$ cat src/rtl/tgc_pkg.sv
// ----------------------------------------------------------------------------
// tgc_pkg
// Shared widths, register indexes, codes and types of the touch gesture
// classifier.
// ----------------------------------------------------------------------------
package tgc_pkg;

	localparam int COORD_W = 16;
	localparam int COUNT_W = 4;
	localparam int TIME_W  = 32;
	localparam int ROT_W   = 2;
	localparam int DIR_W   = 2;
	localparam int CFG_W   = 16;
	localparam int CFG_IDX_W = 3;

	// register indexes
	localparam logic [CFG_IDX_W-1:0] CFG_SCREEN_WIDTH    = 3'd0;
	localparam logic [CFG_IDX_W-1:0] CFG_SCREEN_HEIGHT   = 3'd1;
	localparam logic [CFG_IDX_W-1:0] CFG_ROTATION        = 3'd2;
	localparam logic [CFG_IDX_W-1:0] CFG_PRESS_TIME_MS   = 3'd3;
	localparam logic [CFG_IDX_W-1:0] CFG_SWIPE_THRESHOLD = 3'd4;

	// reset values
	localparam logic [COORD_W-1:0] RST_SCREEN_WIDTH    = 16'd320;
	localparam logic [COORD_W-1:0] RST_SCREEN_HEIGHT   = 16'd480;
	localparam logic [ROT_W-1:0]   RST_ROTATION        = 2'd0;
	localparam logic [CFG_W-1:0]   RST_PRESS_TIME_MS   = 16'd500;
	localparam logic [CFG_W-1:0]   RST_SWIPE_THRESHOLD = 16'd50;

	// rotation codes
	localparam logic [ROT_W-1:0] ROT_0   = 2'd0;
	localparam logic [ROT_W-1:0] ROT_90  = 2'd1;
	localparam logic [ROT_W-1:0] ROT_180 = 2'd2;
	localparam logic [ROT_W-1:0] ROT_270 = 2'd3;

	// swipe direction codes
	localparam logic [DIR_W-1:0] DIR_RIGHT = 2'd0;
	localparam logic [DIR_W-1:0] DIR_LEFT  = 2'd1;
	localparam logic [DIR_W-1:0] DIR_DOWN  = 2'd2;
	localparam logic [DIR_W-1:0] DIR_UP    = 2'd3;

	typedef struct packed {
		logic [COORD_W-1:0] screen_width;
		logic [COORD_W-1:0] screen_height;
		logic [ROT_W-1:0]   rotation;
		logic [CFG_W-1:0]   press_time_ms;
		logic [CFG_W-1:0]   swipe_threshold;
	} cfg_t;

	typedef struct packed {
		logic               buffer_ready;
		logic [COUNT_W-1:0] touch_count;
		logic [COORD_W-1:0] raw_x;
		logic [COORD_W-1:0] raw_y;
		logic [TIME_W-1:0]  now_ms;
		logic               clear_flags;
	} poll_t;

	typedef struct packed {
		logic               holding;
		logic               long_press;
		logic               released;
		logic               swiped;
		logic [DIR_W-1:0]   swipe_dir;
		logic [COORD_W-1:0] point_x;
		logic [COORD_W-1:0] point_y;
	} result_t;

endpackage

$ cat src/rtl/tgc_if.sv
// ----------------------------------------------------------------------------
// tgc_if
// Valid/ready channels for controller polls and gesture results.
// ----------------------------------------------------------------------------
interface tgc_poll_if;
	logic                         valid;
	logic                         ready;
	logic                         buffer_ready;
	logic [tgc_pkg::COUNT_W-1:0]  touch_count;
	logic [tgc_pkg::COORD_W-1:0]  raw_x;
	logic [tgc_pkg::COORD_W-1:0]  raw_y;
	logic [tgc_pkg::TIME_W-1:0]   now_ms;
	logic                         clear_flags;

	modport source (output valid, buffer_ready, touch_count, raw_x, raw_y, now_ms,
		clear_flags, input ready);
	modport sink (input valid, buffer_ready, touch_count, raw_x, raw_y, now_ms,
		clear_flags, output ready);
endinterface

interface tgc_result_if;
	logic                         valid;
	logic                         ready;
	logic                         holding;
	logic                         long_press;
	logic                         released;
	logic                         swiped;
	logic [tgc_pkg::DIR_W-1:0]    swipe_dir;
	logic [tgc_pkg::COORD_W-1:0]  point_x;
	logic [tgc_pkg::COORD_W-1:0]  point_y;

	modport source (output valid, holding, long_press, released, swiped, swipe_dir,
		point_x, point_y, input ready);
	modport sink (input valid, holding, long_press, released, swiped, swipe_dir,
		point_x, point_y, output ready);
endinterface

$ cat src/rtl/tgc_rotate.sv
// ----------------------------------------------------------------------------
// tgc_rotate
// Maps a raw controller point into screen orientation, wrapping mod 2^16.
// ----------------------------------------------------------------------------
module tgc_rotate (
	input  logic [tgc_pkg::ROT_W-1:0]   rotation,
	input  logic [tgc_pkg::COORD_W-1:0] screen_width,
	input  logic [tgc_pkg::COORD_W-1:0] screen_height,
	input  logic [tgc_pkg::COORD_W-1:0] raw_x,
	input  logic [tgc_pkg::COORD_W-1:0] raw_y,
	output logic [tgc_pkg::COORD_W-1:0] x,
	output logic [tgc_pkg::COORD_W-1:0] y
);
	import tgc_pkg::*;

	logic [COORD_W-1:0] w_minus_x;
	logic [COORD_W-1:0] h_minus_y;

	assign w_minus_x = screen_width - raw_x;
	assign h_minus_y = screen_height - raw_y;

	always_comb begin
		unique case (rotation)
			ROT_90: begin
				x = h_minus_y;
				y = raw_x;
			end
			ROT_180: begin
				x = w_minus_x;
				y = h_minus_y;
			end
			ROT_270: begin
				x = raw_y;
				y = w_minus_x;
			end
			default: begin
				x = raw_x;
				y = raw_y;
			end
		endcase
	end

endmodule

$ cat src/rtl/tgc_tracker.sv
// ----------------------------------------------------------------------------
// tgc_tracker
// Touch state, hold timer and press/release/swipe classification. Updates
// its state for one poll whenever step is high and presents that poll's result.
// ----------------------------------------------------------------------------
module tgc_tracker (
	input  logic             clk,
	input  logic             arst_n,
	input  logic             step,
	input  tgc_pkg::poll_t   poll,
	input  tgc_pkg::cfg_t    cfg,
	output tgc_pkg::result_t result
);
	import tgc_pkg::*;

	logic               touch_active_q, was_holding_q;
	logic               press_flag_q, release_flag_q, swipe_flag_q;
	logic [DIR_W-1:0]   swipe_code_q;
	logic [COORD_W-1:0] start_x_q, start_y_q, end_x_q, end_y_q;
	logic [TIME_W-1:0]  hold_begin_q;

	logic               touch_active_d;
	logic               press_flag_d, release_flag_d, swipe_flag_d;
	logic [DIR_W-1:0]   swipe_code_d;
	logic [COORD_W-1:0] start_x_d, start_y_d, end_x_d, end_y_d;
	logic [TIME_W-1:0]  hold_begin_d;

	logic               holding;
	logic [COORD_W-1:0] rot_x, rot_y;
	logic [COORD_W-1:0] dx, dy;
	logic [TIME_W-1:0]  elapsed;

	tgc_rotate u_rotate (
		.rotation      (cfg.rotation),
		.screen_width  (cfg.screen_width),
		.screen_height (cfg.screen_height),
		.raw_x         (poll.raw_x),
		.raw_y         (poll.raw_y),
		.x             (rot_x),
		.y             (rot_y)
	);

	assign holding = poll.buffer_ready && (poll.touch_count != '0);
	assign dx = (start_x_q >= end_x_q) ? start_x_q - end_x_q : end_x_q - start_x_q;
	assign dy = (start_y_q >= end_y_q) ? start_y_q - end_y_q : end_y_q - start_y_q;
	assign elapsed = poll.now_ms - hold_begin_q;

	always_comb begin
		touch_active_d = touch_active_q;
		press_flag_d   = press_flag_q && !poll.clear_flags;
		release_flag_d = release_flag_q && !poll.clear_flags;
		swipe_flag_d   = swipe_flag_q && !poll.clear_flags;
		swipe_code_d   = swipe_code_q;
		start_x_d      = start_x_q;
		start_y_d      = start_y_q;
		end_x_d        = end_x_q;
		end_y_d        = end_y_q;
		hold_begin_d   = hold_begin_q;

		if (holding) begin
			if (!was_holding_q) begin
				start_x_d = rot_x;
				start_y_d = rot_y;
			end
			end_x_d = rot_x;
			end_y_d = rot_y;
		end

		if (!holding) begin
			// release: end point is the stored one, this poll moves nothing
			if (touch_active_q) begin
				touch_active_d = 1'b0;
				release_flag_d = 1'b1;
				if (dx > cfg.swipe_threshold || dy > cfg.swipe_threshold) begin
					swipe_flag_d = 1'b1;
					if (dx >= dy)
						swipe_code_d = (start_x_q > end_x_q) ? DIR_RIGHT : DIR_LEFT;
					else
						swipe_code_d = (start_y_q > end_y_q) ? DIR_DOWN : DIR_UP;
				end
			end
		end else if (touch_active_q) begin
			// long press ends the hold; next touching poll restarts the timer
			if (!press_flag_d && elapsed > {{(TIME_W-CFG_W){1'b0}}, cfg.press_time_ms}) begin
				touch_active_d = 1'b0;
				press_flag_d   = 1'b1;
			end
		end else begin
			touch_active_d = 1'b1;
			release_flag_d = 1'b0;
			hold_begin_d   = poll.now_ms;
		end
	end

	always_ff @(posedge clk or negedge arst_n) begin
		if (!arst_n) begin
			touch_active_q <= 1'b0;
			was_holding_q  <= 1'b0;
			press_flag_q   <= 1'b0;
			release_flag_q <= 1'b0;
			swipe_flag_q   <= 1'b0;
			swipe_code_q   <= DIR_RIGHT;
			start_x_q      <= '0;
			start_y_q      <= '0;
			end_x_q        <= '0;
			end_y_q        <= '0;
			hold_begin_q   <= '0;
		end else if (step) begin
			touch_active_q <= touch_active_d;
			was_holding_q  <= holding;
			press_flag_q   <= press_flag_d;
			release_flag_q <= release_flag_d;
			swipe_flag_q   <= swipe_flag_d;
			swipe_code_q   <= swipe_code_d;
			start_x_q      <= start_x_d;
			start_y_q      <= start_y_d;
			end_x_q        <= end_x_d;
			end_y_q        <= end_y_d;
			hold_begin_q   <= hold_begin_d;
		end
	end

	assign result.holding    = holding;
	assign result.long_press = press_flag_d;
	assign result.released   = release_flag_d;
	assign result.swiped     = swipe_flag_d;
	assign result.swipe_dir  = swipe_code_d;
	assign result.point_x    = end_x_d;
	assign result.point_y    = end_y_d;

endmodule

$ cat src/rtl/touch_gesture_classifier_core.sv
// ----------------------------------------------------------------------------
// touch_gesture_classifier_core
// Press, long-press, release and swipe detection for a polled touch
// controller, with panel rotation of the reported point.
//
//   channel  dir  handshake      payload
//   poll     in   valid/ready    buffer_ready touch_count raw_x raw_y now_ms
//                                clear_flags
//   result   out  valid/ready    holding long_press released swiped swipe_dir
//                                point_x point_y
//   cfg      in   cfg_wr_en      cfg_index cfg_data, no read-back
//
// One poll per cycle sustained while result.ready stays high; a poll's result
// is presented once it has passed the input register, then the result register.
// The tracker state steps once per poll, as the poll leaves the input register.
// A stalled result holds in the result register while one more poll can wait
// in the input register; poll.ready drops only when both are full.
// Reset clears touch state, flags and loads the default configuration.
// ----------------------------------------------------------------------------
module touch_gesture_classifier_core (
	input  logic                          clk,
	input  logic                          arst_n,
	tgc_poll_if.sink                      poll,
	tgc_result_if.source                  result,
	input  logic                          cfg_wr_en,
	input  logic [tgc_pkg::CFG_IDX_W-1:0] cfg_index,
	input  logic [tgc_pkg::CFG_W-1:0]     cfg_data
);
	import tgc_pkg::*;

	cfg_t    cfg_q;
	poll_t   poll_s1;
	logic    valid_s1;
	result_t res_s2;
	logic    valid_s2;
	result_t res_next;
	logic    adv_s2;
	logic    step;

	// configuration
	always_ff @(posedge clk or negedge arst_n) begin
		if (!arst_n) begin
			cfg_q.screen_width    <= RST_SCREEN_WIDTH;
			cfg_q.screen_height   <= RST_SCREEN_HEIGHT;
			cfg_q.rotation        <= RST_ROTATION;
			cfg_q.press_time_ms   <= RST_PRESS_TIME_MS;
			cfg_q.swipe_threshold <= RST_SWIPE_THRESHOLD;
		end else if (cfg_wr_en) begin
			unique case (cfg_index)
				CFG_SCREEN_WIDTH:    cfg_q.screen_width    <= cfg_data;
				CFG_SCREEN_HEIGHT:   cfg_q.screen_height   <= cfg_data;
				CFG_ROTATION:        cfg_q.rotation        <= cfg_data[ROT_W-1:0];
				CFG_PRESS_TIME_MS:   cfg_q.press_time_ms   <= cfg_data;
				CFG_SWIPE_THRESHOLD: cfg_q.swipe_threshold <= cfg_data;
				default: ;
			endcase
		end
	end

	assign adv_s2     = !valid_s2 || result.ready;
	assign step       = valid_s1 && adv_s2;
	assign poll.ready = !valid_s1 || adv_s2;

	// input register
	always_ff @(posedge clk or negedge arst_n) begin
		if (!arst_n)
			valid_s1 <= 1'b0;
		else if (poll.ready)
			valid_s1 <= poll.valid;
	end

	always_ff @(posedge clk) begin
		if (poll.ready && poll.valid) begin
			poll_s1.buffer_ready <= poll.buffer_ready;
			poll_s1.touch_count  <= poll.touch_count;
			poll_s1.raw_x        <= poll.raw_x;
			poll_s1.raw_y        <= poll.raw_y;
			poll_s1.now_ms       <= poll.now_ms;
			poll_s1.clear_flags  <= poll.clear_flags;
		end
	end

	tgc_tracker u_tracker (
		.clk    (clk),
		.arst_n (arst_n),
		.step   (step),
		.poll   (poll_s1),
		.cfg    (cfg_q),
		.result (res_next)
	);

	// result register
	always_ff @(posedge clk or negedge arst_n) begin
		if (!arst_n)
			valid_s2 <= 1'b0;
		else if (adv_s2)
			valid_s2 <= valid_s1;
	end

	always_ff @(posedge clk) begin
		if (step)
			res_s2 <= res_next;
	end

	assign result.valid      = valid_s2;
	assign result.holding    = res_s2.holding;
	assign result.long_press = res_s2.long_press;
	assign result.released   = res_s2.released;
	assign result.swiped     = res_s2.swiped;
	assign result.swipe_dir  = res_s2.swipe_dir;
	assign result.point_x    = res_s2.point_x;
	assign result.point_y    = res_s2.point_y;

endmodule

$ cat src/flat_wrapper.sv
// flat-port wrapper written by rule: the top's interface ports become plain ports
module touch_gesture_classifier_core_flat import tgc_pkg::*;
  (clk, arst_n, cfg_wr_en, cfg_index, cfg_data, poll_valid, poll_buffer_ready, poll_touch_count, poll_raw_x, poll_raw_y, poll_now_ms, poll_clear_flags, poll_ready, result_valid, result_holding, result_long_press, result_released, result_swiped, result_swipe_dir, result_point_x, result_point_y, result_ready);
  tgc_poll_if poll_i ();
  tgc_result_if result_i ();
  input  logic clk;
  input  logic arst_n;
  input  logic cfg_wr_en;
  input  logic [tgc_pkg::CFG_IDX_W-1:0] cfg_index;
  input  logic [tgc_pkg::CFG_W-1:0] cfg_data;
  input wire logic [$bits(poll_i.valid)-1:0] poll_valid;
  input wire logic [$bits(poll_i.buffer_ready)-1:0] poll_buffer_ready;
  input wire logic [$bits(poll_i.touch_count)-1:0] poll_touch_count;
  input wire logic [$bits(poll_i.raw_x)-1:0] poll_raw_x;
  input wire logic [$bits(poll_i.raw_y)-1:0] poll_raw_y;
  input wire logic [$bits(poll_i.now_ms)-1:0] poll_now_ms;
  input wire logic [$bits(poll_i.clear_flags)-1:0] poll_clear_flags;
  output wire logic [$bits(poll_i.ready)-1:0] poll_ready;
  output wire logic [$bits(result_i.valid)-1:0] result_valid;
  output wire logic [$bits(result_i.holding)-1:0] result_holding;
  output wire logic [$bits(result_i.long_press)-1:0] result_long_press;
  output wire logic [$bits(result_i.released)-1:0] result_released;
  output wire logic [$bits(result_i.swiped)-1:0] result_swiped;
  output wire logic [$bits(result_i.swipe_dir)-1:0] result_swipe_dir;
  output wire logic [$bits(result_i.point_x)-1:0] result_point_x;
  output wire logic [$bits(result_i.point_y)-1:0] result_point_y;
  input wire logic [$bits(result_i.ready)-1:0] result_ready;
  assign poll_i.valid = poll_valid;
  assign poll_i.buffer_ready = poll_buffer_ready;
  assign poll_i.touch_count = poll_touch_count;
  assign poll_i.raw_x = poll_raw_x;
  assign poll_i.raw_y = poll_raw_y;
  assign poll_i.now_ms = poll_now_ms;
  assign poll_i.clear_flags = poll_clear_flags;
  assign poll_ready = poll_i.ready;
  assign result_valid = result_i.valid;
  assign result_holding = result_i.holding;
  assign result_long_press = result_i.long_press;
  assign result_released = result_i.released;
  assign result_swiped = result_i.swiped;
  assign result_swipe_dir = result_i.swipe_dir;
  assign result_point_x = result_i.point_x;
  assign result_point_y = result_i.point_y;
  assign result_i.ready = result_ready;
  touch_gesture_classifier_core u_core (.clk(clk), .arst_n(arst_n), .poll(poll_i), .result(result_i), .cfg_wr_en(cfg_wr_en), .cfg_index(cfg_index), .cfg_data(cfg_data));
endmodule
$ cat config.mk
export PLATFORM = sky130hd
export DESIGN_NAME = touch_gesture_classifier_core_flat
export DESIGN_NICKNAME = d
export VERILOG_FILES = /design/src/rtl/tgc_pkg.sv /design/src/rtl/tgc_if.sv /design/src/rtl/tgc_rotate.sv /design/src/rtl/tgc_tracker.sv /design/src/rtl/touch_gesture_classifier_core.sv /design/src/flat_wrapper.sv
export SDC_FILE = /design/constraint.sdc
export NUM_CORES = 1
export LEC_CHECK = 0
export ABC_AREA = 1
export BUFFER_PORTS_ARGS = -buffer_cell sky130_fd_sc_hd__buf_2
export CAP_MARGIN = 20
export CORE_MARGIN = 3
export CORE_UTILIZATION = 55
export CTS_CLUSTER_SIZE = 30
export DETAILED_ROUTE_END_ITERATION = 10
export PLACE_DENSITY_LB_ADDON = 0.2
export SLEW_MARGIN = 20
export SYNTH_ARGS = -nofsm -noshare
export SYNTH_HDL_FRONTEND = slang
export SYNTH_SLANG_ARGS = --single-unit
$ cat constraint.sdc
create_clock -name clk -period 3.45 [get_ports clk]
set_input_delay 0.345 -clock clk [delete_from_list [all_inputs] [get_ports clk]]
set_output_delay 0.345 -clock clk [all_outputs]
set_load 0.005 [all_outputs]
-- Yosys cells after proc, flatten, opt, wreduce, memory -nomap -nowiden
Cells that the tools add are included.
W data, S select, Z words.
- register bits: 279
- input port bits: 94
- output and inout bits: 40
- logic and storage cells: 102
- add/subtract/negate cells: 7
- order comparisons: 8
- equal/unequal tests: 7
- multiplexer cells: 24
- bitwise operators: 2
- reductions and logical operators: 23
- operator list (operator ; number):
    $pmux W16 S3 ; 2
    $sub A16 B16 Y16 ; 6
    $gt A16 B16 Y1 ; 4
    $mux W16 ; 4
    $ge A16 B16 Y1 ; 3
    $gt A32 B16 Y1 ; 1
    $sub A32 B32 Y32 ; 1
    $mux W1 ; 14
    $reduce_and A2 Y1 ; 5
    $mux W2 ; 4
    $logic_and A1 B1 Y1 ; 7
    $eq A3 B2 Y1 const B ; 2
    $reduce_and A3 Y1 ; 2
    $eq A2 B2 Y1 const B ; 2
    $logic_not A1 Y1 ; 4
    $reduce_bool A4 Y1 ; 1
    $eq A3 B1 Y1 const B ; 1
    $eq A3 B3 Y1 const B ; 1
    $logic_not A3 Y1 ; 1
    $logic_or A1 B1 Y1 ; 3
    $eq A2 B1 Y1 const B ; 1
    $not A1 Y1 ; 2

-- Logic depth before layout (Yosys ltp)
Gate-level depths: netlist of the first run.
- word-level depth: 7
- gate-level depth with buffers: 30
- mapped depth without buffers: 29

-- Cells and area by module
A second synthesis of the first run with hierarchy kept.
- cell total of the unflattened synthesis: 2836
- area, all modules: 20826.2 um^2
- by module, submodules not included (module ; times used ; cells each ; area each (um^2) ; seq. area each (um^2)):
    tgc_tracker ; 1 ; 1870 ; 11935.2 ; 2577.5
    touch_gesture_classifier_core ; 1 ; 416 ; 6034.5 ; 4963.5
    tgc_rotate ; 1 ; 550 ; 2856.5 ; 0.0

-- Least setup slack after synthesis of the first run
Ideal clock, no wire load.
- path type: register to register
- start point: register u_core.u_tracker.start_x_q[0]
- end point: register u_core.res_s2 (netlist bit u_core.result.swipe_dir[0]) (data pin)
- library setup time: 255 ps
- arrival time: 3394 ps
- data required time: 3195 ps
- path slack: -199 ps
- stages on the path, launching flop included: 26
- buffers on the path: 1
- clock period less this slack: 3649 ps
- cells stage by stage: dfrtp_1 -> inv_1 -> ha_1 -> inv_1 -> fa_1 -> nand2_1 -> nand2_2 -> a21oi_2 -> o21ai_2 -> nand2_2 -> nand2_2 -> nor2_8 -> buf_6 -> nand2_1 -> nand2_1 -> xor2_1 -> inv_1 -> ha_1 -> nand4_1 -> nor4_1 -> nand2_1 -> nand3_1 -> o21ai_0 -> a21oi_1 -> nand3_1 -> and2_1
- RTL lines (element ; RTL line ; source):
    start, declared ; tgc_tracker.sv:19 ; logic [COORD_W-1:0] start_x_q, start_y_q, end_x_q, end_y_q;
    start signal, assigned ; tgc_tracker.sv:115 ; start_x_q <= start_x_d;
    end signal, assigned ; touch_gesture_classifier_core.sv:102 ; res_s2 <= res_next;
    end, declared ; touch_gesture_classifier_core.sv:34 ; result_t res_s2;

==> results of run 1 <==
==> flip-flops by register name, indices dropped and copies added, names as in the netlist, 2 cells and up <==
register and flops:
u_core.cfg_q 66, u_core.u_tracker.start_y_q 16, u_core.u_tracker.end_y_q 16, u_core.result.point_x 16, u_core.u_tracker.hold_begin_q 32, u_core.u_tracker.swipe_code_q 2, u_core.u_tracker.start_x_q 16, u_core.poll_s1 70
u_core.result.point_y 16, u_core.u_tracker.end_x_q 16, u_core.result.swipe_dir 2
==> through the flow <==
step           hold WS (ns)  util [%]
6_report             0.0724      73.3
3_5_place_dp          0.474      65.2
2_1_floorplan        0.0494         -
3_3_place_gp          0.469      65.2
5_1_grt              0.0853      73.3
4_1_cts              0.0166      72.0
==> worst min-delay path by stage <==
stage	from	depth (start not counted)	slack, ns	to
after floorplan	arst_n	0	0.05	u_core.cfg_q[0]$_DFFE_PN0P_
after global placement	u_core.u_tracker.swipe_code_q[0]$_DFFE_PN0P_	2	0.47	u_core.u_tracker.swipe_code_q[0]$_DFFE_PN0P_
after detailed placement	u_core.cfg_q[2]$_DFFE_PN0P_	2	0.47	u_core.cfg_q[2]$_DFFE_PN0P_
after CTS	result_ready	4	0.02	u_core.result.valid$_DFFE_PN0P_
after global routing	result_ready	4	0.09	u_core.result.valid$_DFFE_PN0P_
final	result_ready	4	0.07	u_core.result.valid$_DFFE_PN0P_
==> final cells by class <==
| class | instances | area (µm²) | share of cell area (%) |
|---|---|---|---|
| Multi-Input combinational cell | 1838 | 10900 | 42.5 |
| Clock buffer | 40 | 798 | 3.11 |
| Clock inverter | 16 | 245 | 0.955 |
| Timing Repair Buffer | 527 | 3910 | 15.2 |
| Inverter | 455 | 1710 | 6.66 |
| Tap cell | 455 | 569 | 2.22 |
| Sequential cell | 279 | 7540 | 29.4 |
==> metal layers <==
metal  wire (µm)  share of wire (%)  GRT usage [%]
met4        2050                3.1           8.40
met3        4710                7.2           5.13
met2       29800                 45           53.6
met5           0                  0              0
met1       29200                 44           47.2
==> worst max-delay path, stage by stage, from the launching register on <==
cell and delay [ns]:
dfrtp_1 0.39, inv_2 0.10, ha_4 0.13, inv_2 0.04, fa_2 0.36, nand2_2 0.08
nand2_2 0.05, a21oi_2 0.15, buf_4 0.12, buf_4 0.10, inv_1 0.03, nand2_1 0.04
o2111ai_1 0.17, nand2_2 0.12, nand2_2 0.05, xor2_1 0.14, inv_1 0.10, ha_4 0.28
nand4_1 0.14, nor4_2 0.35, nand2_1 0.11, nand3_2 0.07, o21ai_2 0.07, a21oi_2 0.17
nand2_1 0.11, and2_4 0.16
==> cells by family after synthesis <==
group | count (synthesis)
flops | 279
compound gates | 460
xor+xnor | 81
mux | 2
buf+inv | 513
simple gates | 1100
fa+ha+maj | 194
==> cell usage after synthesis, drive strengths merged (3+ instances only) <==
library cell	number
buf	17
nand3	155
dfrtp	156
ha	187
o21ai	230
fa	7
edfxtp	108
a211oi	5
nand2	738
nand3b	6
o21a	3
o21bai	8
o221ai	8
a21boi	3
a21o	8
nor2	149
nor3	20
xnor2	12
a21oi	166
a221oi	3
o211ai	7
clkbuf	41
xor2	69
nand4	14
dfstp	15
o2111ai	12
and2	9
inv	455
or2	5
==> what timing repair did <==
action,CTS,global route
gates resized for setup,59,77
pin swaps,17,37
gates cloned,1,0
endpoints found under the hold margin,148,0
hold buffers,72,0
buffers inserted,43,16
endpoints found under the setup margin,9,10
==> impl_results.md, run 1 <==
* Outcome: finished with violations
* ANT nets after route at 0
* Compound-gate portion of the synthesized area at 12.9%
* Largest net degree at the start of global routing at 89
* Clock transition at the registers of the reported paths at 0.06 ns
* Main synth FF type: dfrtp_1
* Leading post-synthesis cells by cell area: dfrtp_1 (20%), edfxtp_1 (16%), nand2_1 (14%)
* Count of non-filler cells in the finished layout at 3610
* CP Capture Type: flip-flop
* Synth Area in Simple Gates at 22.9%
* CTS Root Cell: clkbuf_16
* Core Area at 35100 µm²
* #FFs+latches synth at 279
* Num Clock Sinks at 279
* Vias per inst at 5.48
* CP Max Fanout at 2
* Layout cells sized above 1 at 21.7%
* First drt pass iteration count at 6
* Antenna Cells at 0
* Synth Area in Adders at 12.5%
* Num rows at 68
* Routed WL at 65800 µm
* Final hold vios at 0
* Post-synth top area share at 19.7%
* Clock Skews at 0.0238 ns
* Slew Viols, Final at 0
* First-pass GRT wire length at 102000 µm
* Routed WL per cell at 18.2 µm
* Vias in the first global route at 19100
* Port Buf Inserts at 133
* I/O pins at 134
* Placed inst area at 22900 µm²
* H-tree levels at 1
* Cell area after layout at 25700 µm²
* Worst-Skew Late Latency at 0.60 ns
* XOR/XNOR share of the synthesized area at 3.62%
* Multiplexer area fraction after synthesis at 0.107%
* Max clock buf depth at 3
* Setup crit end: u_core.result.swipe_dir[1]$_DFFE_PP_
* Global Route Usage Sum at 33.2%
* Largest area contributor in the netlist: dfrtp_1
* DIE WIDTH at 196 µm
* Critical path origin: u_core.u_tracker.start_x_q[0]$_DFFE_PN0P_
* Depth of the worst register-to-register path at 25
* Pre-CTS setup slack at -0.496 ns
* Commonest non-fill, non-tap cell in the layout: nand2_1
* Setup TNS after final layout at -2.26 ns
* Critical Path Source Type: flip-flop
* P&R area growth vs syn at 29.6%
* Final net count at 3419
* Worst endpoint required time at 3.78 ns
* Initial antenna violation count at 0
* # DRC at 0
* Placed Instances at 3425
* Number of enable flip-flop cells after synthesis at 108
* Largest family of logic cells by synthesized area: simple AND/OR/NAND/NOR gates
* Reg2reg setup slack at -0.44 ns
* 1st-iter DRT viols at 1788
* Synthesized Nets at 2917
* TritonCTS buffer count at 30
* Most frequent cells in the layout: nand2_1 (697), inv_1 (424), buf_4 (306)
* Hold Crit Class: input pin to flip-flop
* Initial Util at 56.6%
* Max Fclk at 257 MHz
* Maxcap violations at 0
* Worst slew pin tran at 1.04 ns
* Synthesized area per cell at 7.54 µm²
* Tcrit/Tclk final at 113%
* YS warnings at 0
* Reg2reg end: u_core.result.swipe_dir[1]$_DFFE_PP_
* Rel. slew slack at 30.3%
* Die Ht at 196 µm
* Gpl congestion at 1.02
* R2R Path Start: u_core.u_tracker.start_x_q[0]$_DFFE_PN0P_
* Final setup vio count at 7
* Synth cell types at 56
* DP HPWL at 48300 µm
* Post-synthesis sequential area ratio at 38.0%
* Crit Path Category: flip-flop to flip-flop
* Vias post-DR at 19800
* Final WS setup at -0.440 ns
* Period minus WS final at 3.89 ns
* Failing checks: negative setup slack
* Post-synth ARST share at 61.3%
* Filler Cells Inserted at 2691
* Post-Syn Area at 19800 µm²
* Syn Inst Count at 2629
* Critical Path AT at 4.22 ns
* Global route overflow at 0
* TritonCTS clock tree: built
* RSZ-0062 raised after global routing: yes
* DIE AREA at 38400 µm²
Power of run 1 is not shown: default switching activity piles up to over one toggle a cycle in this logic, so the estimate is an artifact.
==> run 2: changes to the inputs <==
--- a/config.mk
+++ b/config.mk
@@ -12,8 +12,10 @@
 export CORE_UTILIZATION = 55
 export CTS_CLUSTER_SIZE = 30
 export DETAILED_ROUTE_END_ITERATION = 10
+export GPL_ROUTABILITY_DRIVEN = 1
 export PLACE_DENSITY_LB_ADDON = 0.2
 export SLEW_MARGIN = 20
 export SYNTH_ARGS = -nofsm -noshare
 export SYNTH_HDL_FRONTEND = slang
 export SYNTH_SLANG_ARGS = --single-unit
+export TNS_END_PERCENT = 10
==> run 2 against run 1 <==
Against the previous run: the run still ends with negative setup slack left; worst hold slack got worse by 0.036 ns; critical path depth is 3 higher; cell count is 0.61% lower; register-to-register slack got worse by 0.06 ns; first-iteration DRC count decreased by 12%; maximum frequency decreased by 1.4%; final area down 0.61%; non-clock buffer count decreased by 24; setup slack lost 0.057 ns; flip-flop and latch count unchanged.
==> impl_results.md, run 2 (same netlist as run 1, synthesis figures left out) <==
* I/O pins at 134
* Commonest non-fill, non-tap cell in the layout: nand2_1
* Core Area at 35100 µm²
* DIE WIDTH at 196 µm
* Die Ht at 196 µm
* Worst-Skew Late Latency at 0.60 ns
* Clock Skews at 0.0176 ns
* Largest net degree at the start of global routing at 64
* Cell area after layout at 25500 µm²
* Vias per inst at 5.43
* ANT nets after route at 0
* Antenna Cells at 0
* CTS Root Cell: clkbuf_16
* Slew Viols, Final at 0
* TritonCTS buffer count at 31
* Gpl congestion at 0.985
* Global route overflow at 0
* Final setup vio count at 9
* Core Util, Final at 72.8%
* Num rows at 68
* Tcrit/Tclk final at 114%
* TritonCTS clock tree: built
* Max Fclk at 253 MHz
* Vias in the first global route at 19000
* Pre-CTS setup slack at -0.503 ns
* DIE AREA at 38400 µm²
* Routed WL at 65000 µm
* Clock transition at the registers of the reported paths at 0.06 ns
* Initial Util at 56.6%
* Biggest regs: u_core.poll_s1 (70), u_core.cfg_q (66), u_core.u_tracker.hold_begin_q (32)
* Final WS setup at -0.496 ns
* P&R area growth vs syn at 28.8%
* Period minus WS final at 3.95 ns
* Worst endpoint required time at 3.79 ns
* Vias post-DR at 19500
* Most frequent cells in the layout: nand2_1 (707), inv_1 (421), buf_4 (287)
* Hold Crit Class: input pin to flip-flop
* Num Clock Sinks at 279
* DP HPWL at 48900 µm
* Port Buf Inserts at 133
* Max incr delay on CP at 0.39 ns
* Worst path slowest cell: dfrtp_1
* Routed WL per cell at 18.1 µm
* Final hold vios at 0
* RSZ-0062 raised after global routing: yes
* # DRC at 0
* Failing checks: negative setup slack
* Max clock buf depth at 3
* Layout cells sized above 1 at 21.4%
* H-tree levels at 1
* CP Max Fanout at 4
* Outcome: finished with violations
* Filler Cells Inserted at 2666
* Worst slew pin tran at 1.05 ns
* First-pass GRT wire length at 102000 µm
* 1st-iter DRT viols at 1568
* Rel. slew slack at 29.5%
* Placed inst area at 22900 µm²
* Final net count at 3396
* CP Capture Type: flip-flop
* Maxcap violations at 0
* Global Route Usage Sum at 33.2%
* Critical Path AT at 4.29 ns
* Max reg flops at 70
* Critical Path Source Type: flip-flop
* First drt pass iteration count at 6
* Top reg by flops: u_core.poll_s1
* Crit Path Category: flip-flop to flip-flop
* Initial antenna violation count at 0
==> run 2: cell count changes in the layout (fill, tap and decap cells not counted), sizes merged <==
cell      change
clkinv        -1
inv           -1
bufinv        +3
clkinvlp      +5
buf          -24
clkbuf        -4
==> run 2: per-stage QoR <==
| stage | setup TNS [ns] | hold slack [ns] | std cells |
|---|---|---|---|
| 3_3_place_gp | -1.80 | 0.349 | 3436 |
| 5_1_grt | -5.00 | 0.0505 | 3588 |
| 2_1_floorplan | -0.299 | 0.0494 | 2629 |
| 4_1_cts | -1.99 | 0.0121 | 3571 |
| 3_5_place_dp | -2.80 | 0.353 | 3436 |
| 6_report | -2.95 | 0.0360 | 3588 |
==> run 2: path summary, 6_finish.rpt <==
path,start,to,slack [ns],cells past startpoint
worst min register to register,u_core.u_tracker.swipe_code_q[0]$_DFFE_PN0P_,u_core.u_tracker.swipe_code_q[0]$_DFFE_PN0P_,0.48,2
worst max-delay path,u_core.u_tracker.start_x_q[0]$_DFFE_PN0P_,u_core.result.swipe_dir[0]$_DFFE_PP_,-0.50,28
min in group asynchronous,arst_n,u_core.u_tracker.hold_begin_q[4]$_DFFE_PN0P_,0.33,2
worst max register to register,u_core.u_tracker.start_x_q[0]$_DFFE_PN0P_,u_core.result.swipe_dir[0]$_DFFE_PP_,-0.50,28
max in group asynchronous,arst_n,u_core.u_tracker.swipe_code_q[1]$_DFFE_PN0P_,2.22,3
worst min-delay path,result_ready,u_core.result.valid$_DFFE_PN0P_,0.04,4
==> run 2: layout make-up <==
class	instances	area [µm²]	area share (%)
tap	455	569	2.23
timing repair buffer	503	3690	14.4
clock inverter	22	345	1.35
multi-input combinational	1838	10900	42.6
sequential	279	7540	29.5
clock buffer	36	795	3.11
inverter	455	1720	6.74
==> run 2: worst max-delay path, delay by kind of cell (launching register included) <==
| family | cells | cell delay (ns) |
|---|---|---|
| compound gates | 5 | 0.49 |
| xor+xnor | 1 | 0.24 |
| fa+ha+maj | 3 | 0.73 |
| buf+inv | 6 | 0.60 |
| flops | 1 | 0.39 |
| simple gates | 13 | 1.25 |
==> run 2: what timing repair did <==
| item | CTS | global route |
|---|---|---|
| gates cloned | 1 | 0 |
| gates resized for setup | 25 | 119 |
| pin swaps | 15 | 48 |
| hold buffers | 72 | 0 |
| endpoints found under the setup margin | 9 | 9 |
| hold endpoints to repair | 122 | 0 |
| buffers inserted | 4 | 17 |
==> run 2: per-layer routing <==
metal	global-route usage (%)	part of all wire, %	vias to the layer above
met5	0	0	-
met4	7.82	2.5	0
met3	5.31	7.1	111
met2	52.9	45	724
met1	47.8	45	9233
li1	-	-	9430
Power of run 2 is left out for the same reason.
==> run 3: changes to the inputs <==
--- a/config.mk
+++ b/config.mk
@@ -17,5 +17,6 @@
 export SLEW_MARGIN = 20
 export SYNTH_ARGS = -nofsm -noshare
 export SYNTH_HDL_FRONTEND = slang
+export SYNTH_HIERARCHICAL = 1
 export SYNTH_SLANG_ARGS = --single-unit
 export TNS_END_PERCENT = 10
==> run 3 against run 2 <==
Against the previous run: the run still ends with negative setup slack left; routed wire length increased by 1.9%; global-route usage decreased by 1.0 points; area after synthesis increased by 5.0%; maximum frequency increased by 3.5%; non-clock buffer count increased by 17; flip-flop and latch count unchanged; count of clock-buffer cells in the layout decreased by 2; core utilization decreased by 1.6 points; worst hold slack improved by 0.0048 ns; first-iteration DRC count increased by 21%; synthesized cell count increased by 7.9%; register-to-register slack improved by 0.13 ns; critical path type unchanged; critical endpoint is now u_core/result.swipe_dir[1]$_DFFE_PP_.
==> impl_results.md, run 3 <==
* Outcome: finished with violations
* Failing checks: negative setup slack
* Worst Path Buf+Inv at 5
* YS warnings at 6
* Top cells by count, synth: nand2_1 (893), inv_1 (471), ha_1 (189)
* Crit Path Category: flip-flop to flip-flop
* Layout cells sized above 1 at 20.8%
* DP HPWL at 50900 µm
* Maxcap violations at 0
* Max Fclk at 262 MHz
* Reg2reg setup slack at -0.36 ns
* Rel. slew slack at 40.2%
* I/O pins at 134
* Synthesized Nets at 3126
* Worst-Skew Late Latency at 0.60 ns
* Hold_sp: cfg_data[15]
* H-tree levels at 1
* Top reg by flops: u_core/poll_s1
* #FFs+latches synth at 279
* Num Clock Sinks at 279
* Global route overflow at 0
* Cell area after layout at 26300 µm²
* Max clock buf depth at 3
* Max incr delay on CP at 0.38 ns
* Period minus WS final at 3.81 ns
* Final net count at 3615
* Initial antenna violation count at 0
* Num rows at 70
* # DRC at 0
* Tcrit/Tclk final at 111%
* CP Max Fanout at 7
* Commonest non-fill, non-tap cell in the layout: nand2_1
* Vias in the first global route at 20000
* First-pass GRT wire length at 105000 µm
* Clock transition at the registers of the reported paths at 0.06 ns
* First drt pass iteration count at 5
* Placed inst area at 24100 µm²
* Largest net degree at the start of global routing at 87
* Reg2reg end: u_core/result.swipe_dir[1]$_DFFE_PP_
* R2R Path Start: u_core/u_tracker/start_x_q[0]$_DFFE_PN0P_
* Port Buf Inserts at 133
* Post-synth ARST share at 61.3%
* Synthesized area per cell at 7.34 µm²
* Worst endpoint required time at 3.79 ns
* Hold Crit Class: input pin to flip-flop
* Final WS setup at -0.364 ns
* CTS Root Cell: clkbuf_16
* Clock Skews at 0.0226 ns
* Biggest regs: u_core/poll_s1 (70), u_core/cfg_q (66), u_core/u_tracker/hold_begin_q (32)
* Depth of the worst register-to-register path at 27
* Gpl congestion at 0.981
* Leading post-synthesis cells by cell area: dfrtp_1 (19%), nand2_1 (16%), edfxtp_1 (16%)
* Hold path endpoint: u_core/cfg_q[31]$_DFFE_PN0P_
* Global Route Usage Sum at 32.2%
* Most frequent cells in the layout: nand2_1 (871), inv_1 (467), buf_4 (301)
* DIE WIDTH at 201 µm
* Hold Path Cell Cnt at 3
* Most frequent cell after synthesis: nand2_1
* Worst path slowest cell: dfrtp_1
* Filler Cells Inserted at 3006
* Antenna Cells at 0
* Largest area contributor in the netlist: dfrtp_1
* Slew Viols, Final at 0
* Post-synthesis sequential area ratio at 36.2%
* 1st-iter DRT viols at 1897
* Initial Util at 56.3%
* Critical path's top delay family: simple AND/OR/NAND/NOR gates
* Main synth FF type: dfrtp_1
* TritonCTS clock tree: built
* Die Ht at 201 µm
* Final hold vios at 0
* CP Capture Type: flip-flop
* ANT nets after route at 0
* Routed WL at 66200 µm
* P&R area growth vs syn at 26.4%
* Core Area at 37000 µm²
* Vias post-DR at 20400
* Syn Inst Count at 2836
* Post-synth top area share at 18.7%
* Final setup vio count at 9
* Worst slew pin tran at 0.898 ns
* Critical Path Source Type: flip-flop
* Critical Path AT at 4.15 ns
* CP dominant cell by count: nand2_2
* Post-Syn Area at 20800 µm²
* Vias per inst at 5.28
* Routed WL per cell at 17.2 µm
* RSZ-0062 raised after global routing: yes
* Max reg flops at 70
* DIE AREA at 40200 µm²
* TritonCTS buffer count at 29
* Number of enable flip-flop cells after synthesis at 108
* Synth cell types at 62
[run 3: worst max path at each step]
| stage | start | slack (ns) | to | cells past startpoint |
|---|---|---|---|---|
| 6_report | u_core/u_tracker/start_x_q[0]$_DFFE_PN0P_ | -0.36 | u_core/result.swipe_dir[1]$_DFFE_PP_ | 27 |
| 5_1_grt | u_core/u_tracker/start_x_q[0]$_DFFE_PN0P_ | -0.60 | u_core/result.swipe_dir[1]$_DFFE_PP_ | 25 |
| 4_1_cts | u_core/u_tracker/start_x_q[0]$_DFFE_PN0P_ | -0.33 | u_core/result.swipe_dir[0]$_DFFE_PP_ | 26 |
| 3_5_place_dp | u_core/u_tracker/start_y_q[11]$_DFFE_PN0P_ | -0.51 | u_core/result.swipe_dir[1]$_DFFE_PP_ | 23 |
| 3_3_place_gp | u_core/u_tracker/start_y_q[11]$_DFFE_PN0P_ | -0.41 | u_core/result.swipe_dir[1]$_DFFE_PP_ | 23 |
| 2_1_floorplan | u_core/u_tracker/start_x_q[0]$_DFFE_PN0P_ | -0.13 | u_core/result.swiped$_DFFE_PP_ | 27 |
[run 3: final cells by class]
class                      count  area [µm²]  share of cell area [%]
multi-input combinational   1995       11400                    43.4
sequential                   279        7540                    28.6
timing repair buffer         520        3830                    14.5
inverter                     499        1880                    7.16
clock buffer                  34         754                    2.87
tap                          504         631                    2.39
clock inverter                20         248                   0.941
timing repair inverter         1        5.00                  0.0190
[run 3: worst reg2reg max path, delay by kind of cell, from the launching register on]
family	cells	cell delay, ns
and+or+nand+nor	14	1.27
buffers and inverters	5	0.50
DFF	1	0.38
AOI/OAI and AO/OA	5	0.62
adders and majority gates	3	0.80
[run 3: per-layer routing]
layer	GRT usage [%]	wire length (µm)	vias to the layer above
met5	0	0	-
met4	7.90	1830	0
met3	4.59	4580	119
met2	54.3	30900	718
met1	44.0	28900	9537
li1	-	-	9983
[run 3: cell families after synthesis]
group	after synthesis	share of synthesized area (%)
xor+xnor	70	2.94
simple gates	1356	27.9
fa+ha+maj	196	12.0
buf+inv	563	10.9
mux	2	0.102
flops	279	36.2
compound gates	370	9.89
[run 3: repair_timing]
action / 4_1_cts / 5_1_grt
buffers inserted: 2 / 3
endpoints found under the hold margin: 155 / 0
gates resized for setup: 27 / 77
setup endpoints to repair: 9 / 9
pin swaps: 6 / 32
hold buffers: 79 / 0
gates cloned: 0 / 2
[run 3: per-stage QoR]
stage | utilization (%) | setup TNS (ns) | instances | hold slack [ns] | setup WS, ns
2_1_floorplan | - | -0.293 | 2836 | 0.0494 | -0.125
3_3_place_gp | 65.1 | -2.47 | 3712 | 0.451 | -0.412
3_5_place_dp | 65.1 | -3.38 | 3712 | 0.454 | -0.508
4_1_cts | 70.3 | -2.02 | 3847 | 0.00600 | -0.332
5_1_grt | 71.2 | -4.51 | 3852 | 0.0322 | -0.597
6_report | 71.2 | -2.28 | 3852 | 0.0408 | -0.364
Power of run 3 is left out for the same reason.
